## src/design/clr_pkg.sv

```systemverilog
// shared types and constants of the clamped line raster core
// used by the controller, the datapath, the top level and the port checker
package clr_pkg;

   // fixed payload layout of the two stream channels
   localparam int REQ_TDATA_W = 80;
   localparam int RSP_TDATA_W = 32;
   localparam int COORD_IN_W  = 16;
   localparam int COLOR_W     = 16;
   localparam int PIXEL_X_W   = 9;
   localparam int PIXEL_Y_W   = 8;
   localparam int INDEX_OUT_W = 8;
   localparam int RSP_USED_W  = PIXEL_X_W + PIXEL_Y_W + INDEX_OUT_W + 2;

   typedef enum logic [1:0] {
      OP_START = 2'd0,
      OP_EMIT  = 2'd1,
      OP_CLEAR = 2'd2
   } op_type;

   typedef enum logic [1:0] {
      DIR_ZERO = 2'b00,
      DIR_UP   = 2'b01,
      DIR_DOWN = 2'b11
   } dir_type;

   typedef enum logic [1:0] {
      ST_IDLE,
      ST_SETUP,
      ST_HIT,
      ST_SCAN
   } state_type;

   typedef struct packed {
      logic capture;
      logic clear;
      logic step;
      logic drop;
      logic setup;
      logic load_diff;
      logic scan_first;
      logic scan_next;
      logic finish_hit;
      logic finish_scan;
      logic finish_append;
   } cmd_type;

   typedef struct packed {
      logic dropped;
      logic match;
      logic scan_more;
      logic line_active;
      logic out_busy;
   } status_type;

endpackage

```

## src/design/clr_ctrl.sv

```systemverilog
// sequencer of the clamped line raster core: request decode and palette search steps
// depends on clr_pkg for the state, opcode, command and status types
module clr_ctrl (
   input  logic               clock,
   input  logic               reset,
   input  logic               req_tvalid,
   input  logic [1:0]         req_opcode,
   input  logic               rsp_tready,
   input  clr_pkg::status_type status,
   output logic               req_tready,
   output clr_pkg::cmd_type   cmd
);
   import clr_pkg::*;

   state_type state_ff;
   state_type state_in;

   always_ff @(posedge clock) begin
      if (reset) begin
         state_ff <= ST_IDLE;
      end else begin
         state_ff <= state_in;
      end
   end

   always_comb begin
      state_in   = state_ff;
      cmd        = '0;
      req_tready = 1'b0;
      unique case (state_ff)
         ST_IDLE: begin
            req_tready = !status.out_busy || rsp_tready;
            if (req_tvalid && req_tready) begin
               unique case (req_opcode)
                  OP_START: begin
                     cmd.capture = 1'b1;
                     state_in    = ST_SETUP;
                  end
                  OP_EMIT:  cmd.step  = status.line_active;
                  OP_CLEAR: cmd.clear = 1'b1;
                  default:  ;
               endcase
            end
         end
         ST_SETUP: begin
            if (status.dropped) begin
               cmd.drop = 1'b1;
               state_in = ST_IDLE;
            end else begin
               cmd.setup = 1'b1;
               state_in  = ST_HIT;
            end
         end
         ST_HIT: begin
            cmd.load_diff = 1'b1;
            if (status.match) begin
               cmd.finish_hit = 1'b1;
               state_in       = ST_IDLE;
            end else begin
               cmd.scan_first = 1'b1;
               state_in       = ST_SCAN;
            end
         end
         ST_SCAN: begin
            if (status.match) begin
               cmd.finish_scan = 1'b1;
               state_in        = ST_IDLE;
            end else if (status.scan_more) begin
               cmd.scan_next = 1'b1;
            end else begin
               cmd.finish_append = 1'b1;
               state_in          = ST_IDLE;
            end
         end
         default: state_in = ST_IDLE;
      endcase
   end

endmodule

```

## config.mk

```make
export PLATFORM = sky130hd
export DESIGN_NAME = clr_ctrl
export DESIGN_NICKNAME = d
export VERILOG_FILES = /design/src/design/clr_pkg.sv /design/src/design/clr_ctrl.sv
export SDC_FILE = /design/constraint.sdc
export NUM_CORES = 1
export LEC_CHECK = 0
export BUFFER_PORTS_ARGS = -buffer_cell sky130_fd_sc_hd__buf_2
export CORE_AREA = 2 2 39 41
export DETAILED_ROUTE_END_ITERATION = 10
export DIE_AREA = 0 0 41 43
export GPL_ROUTABILITY_DRIVEN = 0
export SKIP_LAST_GASP = 1
export SLEW_MARGIN = 20
export SYNTH_ARGS = -nofsm -noshare
export SYNTH_HDL_FRONTEND = slang
export SYNTH_SLANG_ARGS = --single-unit
```

## constraint.sdc

```tcl
create_clock -name clock -period 2.41 [get_ports clock]
set_input_delay 0.1205 -clock clock [delete_from_list [all_inputs] [get_ports clock]]
set_output_delay 0.1205 -clock clock [all_outputs]
set_load 0.02 [all_outputs]
```

==> results of run 1 <==
## area by class of cell
| cell class | count | area [um^2] | area share (%) |
|---|---|---|---|
| multi-input cells | 19 | 118 | 35.7 |
| repair buffers | 22 | 110 | 33.5 |
| flip-flops and latches | 2 | 40.0 | 12.2 |
| clock buffers | 3 | 22.5 | 6.84 |
| well taps | 16 | 20.0 | 6.08 |
| inverters | 5 | 18.8 | 5.70 |
## cells in the mapped netlist
| cell type | count |
|---|---|
| inv_2 | 1 |
| o2bb2ai_1 | 1 |
| o211a_1 | 1 |
| o2111ai_1 | 1 |
| and3_2 | 1 |
| a21oi_1 | 1 |
| nor3_1 | 5 |
| nor3b_1 | 2 |
| dfxtp_1 | 2 |
| inv_1 | 4 |
| nor4b_1 | 1 |
| o211ai_1 | 1 |
| nor2_1 | 2 |
| nand2_1 | 2 |
| or3_1 | 1 |
## layer usage
layer / routed length [um] / share of wire [%] / GRT usage [%]
met5: 0 / 0 / 0
met4: 13 / 2.0 / 6.00
met3: 83 / 13 / 6.28
met2: 265 / 41 / 12.2
met1: 286 / 44 / 10.5
## stage by stage
step | worst slack, ns | instance area (um^2) | utilization (%) | total power, mW | cells
global placement | 1.23 | 307 | 22.2 | 0.0646 | 64
finish | 0.964 | 329 | 23.8 | 0.143 | 67
detailed placement | 1.19 | 307 | 22.2 | 0.0651 | 64
CTS | 0.948 | 329 | 23.8 | 0.148 | 67
global route | 0.867 | 329 | 23.8 | 0.155 | 67
floorplan | 1.15 | 176 | - | 0.0489 | 26
## power groups by stage
stage / clock [mW] / combinational, mW / sequential [mW]
final: 0.0789 / 0.0294 / 0.0351
after global routing: 0.0869 / 0.0328 / 0.0352
after CTS: 0.0831 / 0.0297 / 0.0351
after detailed placement: 0 / 0.0296 / 0.0355
after global placement: 0 / 0.0293 / 0.0354
after floorplan: 0 / 0.0137 / 0.0352
## worst reg2reg max path, cell delays in order (launching register included)
cell	delay, ns
dfxtp_1	0.42
inv_2	0.08
or3_1	0.38
a21oi_1	0.13
## logic make-up (layout without fill, tap and decap cells)
group | after synthesis | in the layout | synth area share (%)
and+or+nand+nor | 14 | 14 | 44.0
AOI/OAI and AO/OA | 5 | 5 | 22.7
buffers and inverters | 5 | 30 | 10.6
DFF | 2 | 2 | 22.7
## how the worst min path moves through the flow
stage	cells past startpoint	start	end
final	2	reset	state_ff[1]
after floorplan	1	reset	state_ff[1]
after global routing	2	reset	state_ff[1]
after detailed placement	2	reset	state_ff[1]
after CTS	2	reset	state_ff[1]
after global placement	2	reset	state_ff[1]
## placed cells by master (no fill, tap or decap), drive strengths merged
master and n:
and3 1, nand2 2, o2111ai 1, buf 22
or3 1, nor2 2, nor4b 1, o211ai 1
o211a 1, dfxtp 2, nor3 5, o2bb2ai 1
clkbuf 3, a21oi 1, nor3b 2, inv 5
==> flow_metrics.py, run 1 <==
metrics = {
    "cts": {
        "cts_resized": 0,
        "clock_latency_ns": 0.23,
        "root_buffer": "clkbuf_4",
        "cts_tree": "done",
        "clk_pin_slew_ns": 0.03,
        "cts-buffers-inserted": 3,
        "hold_buffers": 0,
        "post-cts-setup-buffers": 0,
        "cts.sinks": 2,
        "cts_buffer_depth": 2,
        "htreeDepth": 1,
    },
    "sta": {
        "setup_viol": 0,
        "min_period_over_period_pct": 60.0,
        "finalClockSkew_ns": 0.00526,
        "maxSlewHeadroom_pct": 80.8,
        "hold_viol": 0,
        "worstMarginPinSlew_ns": 0.284,
        "slew_viol_final": 0,
        "hold_ws_ns": 0.0764,
        "min_period_ns": 1.45,
        "fin_tns_setup_ns": 0,
        "rsz0062_at_grt": "no",
        "max_freq_mhz": 692,
    },
    "floorplanning": {
        "start_util_pct": 12.7,
        "die_h_um": 43,
        "io_pins": 23,
        "dieArea_um2": 1760,
        "core_area_um2": 1380,
        "rows": 14,
        "die_w_um": 41,
    },
    "detailed_routing": {
        "wirelength_um": 649,
        "wire_per_inst_um": 9.69,
        "detail-route-antenna-nets": 0,
        "vias": 277,
        "drc": 0,
        "drt_iter0_markers": 2,
        "vias_per_cell": 4.13,
        "dr.pass1.iters": 2,
    },
    "setup_path": {
        "worstSetupStartpoint": "state_ff[0]",
        "crit_slowest_cell": "dfxtp_1",
        "timing.rr.start": "state_ff[0]",
        "crit_chain": "inv_2 > or3_1 > inv_1 > buf_2",
        "worst_setup_path_end_kind": "output pin",
        "path_depth": 4,
        "path_buf_inv": 3,
        "reg2reg_depth": 3,
        "arrival_ns": 1.33,
        "critPathRequiredTime_ns": 2.29,
        "regToRegSetupSlack_ns": 1.33,
        "r2r_end": "state_ff[1]",
        "cpPeakStageDelay_ns": 0.42,
        "worstSetupPathType": "reg -> out",
        "start_kind": "register",
        "path_max_fanout": 6,
        "crit_family": "flip-flops",
        "endpoint": "cmd[6]",
    },
    "power_and_ir_drop": {
        "p_leak_nw": 0.188,
        "p_seq_share_pct": 24.5,
        "comb_power_share_pct": 20.5,
        "clockPowerShare_pct": 55.0,
        "peakVddDrop_uv": 288,
        "p_int_uw": 102,
        "p_switching_uw": 41.2,
        "p_sw_share_pct": 28.7,
        "power.density_nw_per_um2": 436,
    },
    "yosys": {
        "synth_top_area_share_pct": 22.7,
        "synth.area.top_cells": "dfxtp_1 23%, nor3_1 14%, inv_1 8.5%",
        "ys_warn_count": 0,
        "syn-instance-count": 26,
        "synth_area_per_cell_um2": 6.79,
        "ys_ff_latch": 2,
        "yosysTopAreaCell": "dfxtp_1",
        "synth_fp_nets": 37,
        "synth_cell_types": 15,
        "syn-cell-area_um2": 176,
        "synth-seq-area-share_pct": 22.7,
    },
    "cells_and_area": {
        "n_antenna_cell": 0,
        "top_regs": "state_ff: 2 flops",
        "layout-drive-gt1-share_pct": 52.9,
        "regMostFlops": "state_ff",
        "largest_reg_flops": 2,
        "area_growth_pct": 86.5,
        "n_fill_cell": 159,
        "nNetsFinal": 64,
    },
    "job": {
        "maxCapViolCount": 0,
    },
    "outcome": {
        "outcome": "finished clean",
    },
    "place": {
        "port-buffer-count": 22,
        "dp_hpwl_um": 542,
    },
    "global_routing": {
        "grt-ovfl-total": 0,
        "grtUsageTotal_pct": 9.31,
        "antenna_found_initial": 0,
        "grt_pass1_wl_um": 1060,
        "grt_pass1_vias": 273,
        "grt_max_degree": 7,
    },
    "hold_path": {
        "hold_path.class": "in -> reg",
    },
}
No activity file was read; power rests on OpenSTA's default activity.
==> run 2: changes to the inputs <==
- ABC_AREA: default -> 1
- clock period: 2.41 -> 1.29 ns (I/O delays scaled with it)
==> run 2 against run 1 <==
Routed wire length fell by 12%. Synthesized cell count rose by 50%. Critical path depth unchanged. Power increased by 86%. Core utilization is 4.4 points higher. First-iteration DRC count shrank 100%. Cell count rose by 21%.
==> flow_metrics.py, run 2 <==
metrics = {
    "floorplanning": {
        "dieArea_um2": 1760,
        "start_util_pct": 15.3,
        "die_h_um": 43,
        "die_w_um": 41,
        "rows": 14,
        "io_pins": 23,
        "core_area_um2": 1380,
    },
    "sta": {
        "max_freq_mhz": 848,
        "maxSlewHeadroom_pct": 88.1,
        "setup_ws_ns": 0.111,
        "slew_viol_final": 0,
        "setup_viol": 0,
        "fin_tns_setup_ns": 0,
        "min_period_over_period_pct": 91.4,
        "hold_ws_ns": 0.147,
        "rsz0062_at_grt": "no",
        "finalClockSkew_ns": 0.00162,
        "min_period_ns": 1.18,
        "hold_viol": 0,
        "worstMarginPinSlew_ns": 0.178,
    },
    "global_routing": {
        "grt_max_degree": 6,
        "grt-ovfl-total": 0,
        "grtUsageTotal_pct": 8.31,
        "grt_pass1_vias": 286,
        "grt_pass1_wl_um": 938,
        "antenna_found_initial": 0,
    },
    "detailed_routing": {
        "vias_per_cell": 3.77,
        "wire_per_inst_um": 7.05,
        "vias": 305,
        "wirelength_um": 571,
        "detail-route-antenna-nets": 0,
        "dr.pass1.iters": 1,
        "drc": 0,
        "drt_iter0_markers": 0,
    },
    "outcome": {
        "outcome": "finished clean",
    },
    "place": {
        "port-buffer-count": 22,
        "place_area_um2": 348,
        "place_ws_ns": 0.252,
        "dp_hpwl_um": 508,
        "post-place-cells": 77,
    },
    "cts": {
        "cts.sinks": 2,
        "cts-buffers-inserted": 3,
        "clk_pin_slew_ns": 0.03,
        "post-cts-setup-buffers": 0,
        "cts_tree": "done",
        "cts_buffer_depth": 2,
        "clock_latency_ns": 0.23,
        "root_buffer": "clkbuf_4",
        "htreeDepth": 1,
    },
    "yosys": {
        "ys_ff_latch": 2,
        "synth_fp_nets": 50,
        "syn-cell-area_um2": 211,
        "dominantRegCellSynth": "dfxtp_1",
        "synth_top_area_share_pct": 21.3,
        "synthArstFlopShare_pct": 0,
        "synth_area_per_cell_um2": 5.42,
        "yosysMostFrequentCell": "inv_1",
        "synth-seq-area-share_pct": 18.9,
        "ys_warn_count": 0,
        "yosysTopAreaCell": "inv_1",
        "synth_cell_types": 13,
        "synth.area.top_cells": "inv_1 21%, dfxtp_1 19%, nand2_2 8.9%",
        "synth-edff-count": 0,
        "synth_common_cells": "12 x inv_1, 5 x nor2_1",
        "syn-instance-count": 39,
    },
    "power_and_ir_drop": {
        "peakVddDrop_uv": 335,
        "power_uw": 267,
        "power.density_nw_per_um2": 684,
        "p_leak_nw": 0.253,
    },
    "cells_and_area": {
        "largest_reg_flops": 2,
        "n_fill_cell": 165,
        "n_antenna_cell": 0,
        "layout_common_cells": "22 x buf_2, 12 x inv_1, 4 x nor2_1",
        "final_common_cell": "buf_2",
        "area_growth_pct": 84.6,
        "regMostFlops": "state_ff",
        "nNetsFinal": 78,
        "top_regs": "state_ff: 2 flops",
        "layout-drive-gt1-share_pct": 55.4,
        "fin_cells": 81,
        "post-route-util_pct": 28.2,
        "final_area_um2": 390,
    },
    "setup_path": {
        "critPathRequiredTime_ns": 1.23,
        "worstSetupPathType": "reg -> out",
        "path_max_fanout": 4,
        "worst_setup_path_end_kind": "output pin",
        "start_kind": "register",
        "arrival_ns": 1.11,
    },
    "hold_path": {
        "hold_path.class": "in -> reg",
    },
    "job": {
        "maxCapViolCount": 0,
    },
}
## run 2: cell types whose count changed in the layout (fill, tap and decap cells not counted), sizes merged, moves of 2 or more
cell,before,now
nand3,0,3
nor3b,2,0
inv,5,14
nor2,2,7
nand2,2,6
nor3,5,3
## run 2: final cells by class
type | count | area, um^2 | share of cell area [%]
tap | 16 | 20.0 | 5.13
sequential | 2 | 42.5 | 10.9
multi-input combinational | 23 | 133 | 34.0
timing repair buffer | 23 | 120 | 30.8
clock buffer | 3 | 22.5 | 5.77
inverter | 14 | 52.6 | 13.5
## run 2: worst max-delay path, cell delays in order, from the launching register on
cell     delay (ns)
dfxtp_2        0.34
nor2_4         0.11
inv_2          0.05
nor4_2         0.19
buf_2          0.20
## run 2: final timing paths
check | start | end | slack, ns | cells after the start
worst max-delay path | state_ff[0] | cmd[9] | 0.11 | 4
worst min-delay path | req_tvalid | state_ff[0] | 0.15 | 3
worst max register to register | state_ff[1] | state_ff[1] | 0.42 | 6
worst min register to register | state_ff[0] | state_ff[0] | 0.62 | 3
## run 2: routing by layer
metal | part of all wire [%] | GRT usage (%) | vias to the layer above | wire, um
li1 | - | - | 169 | -
met1 | 45 | 8.28 | 115 | 256
met2 | 39 | 11.3 | 19 | 225
met3 | 13 | 4.71 | 2 | 73
met4 | 2.6 | 8.00 | 0 | 15
met5 | 0 | 0 | - | 0
## run 2: cell families (layout without fill, tap and decap cells)
| logic type | count (synthesis) | in the layout | synth area share (%) |
|---|---|---|---|
| buffers and inverters | 14 | 40 | 24.9 |
| DFF | 2 | 2 | 18.9 |
| and+or+nand+nor | 21 | 21 | 51.5 |
| AOI/OAI and AO/OA | 2 | 2 | 4.73 |
## run 2: report_power, final
part	leakage [nW]	switching (mW)	internal (mW)
combinational	0.222	0.0347	0.0266
clock	0.0138	0.0368	0.103
sequential	0.0172	0.00240	0.0640
total	0.253	0.0739	0.193
## run 2: repair_timing
| action | 4_1_cts | 5_1_grt |
|---|---|---|
| endpoints found under the hold margin | 0 | 1 |
| resized for setup | 0 | 4 |
| hold buffers | 0 | 1 |
| setup endpoints to repair | 0 | 3 |
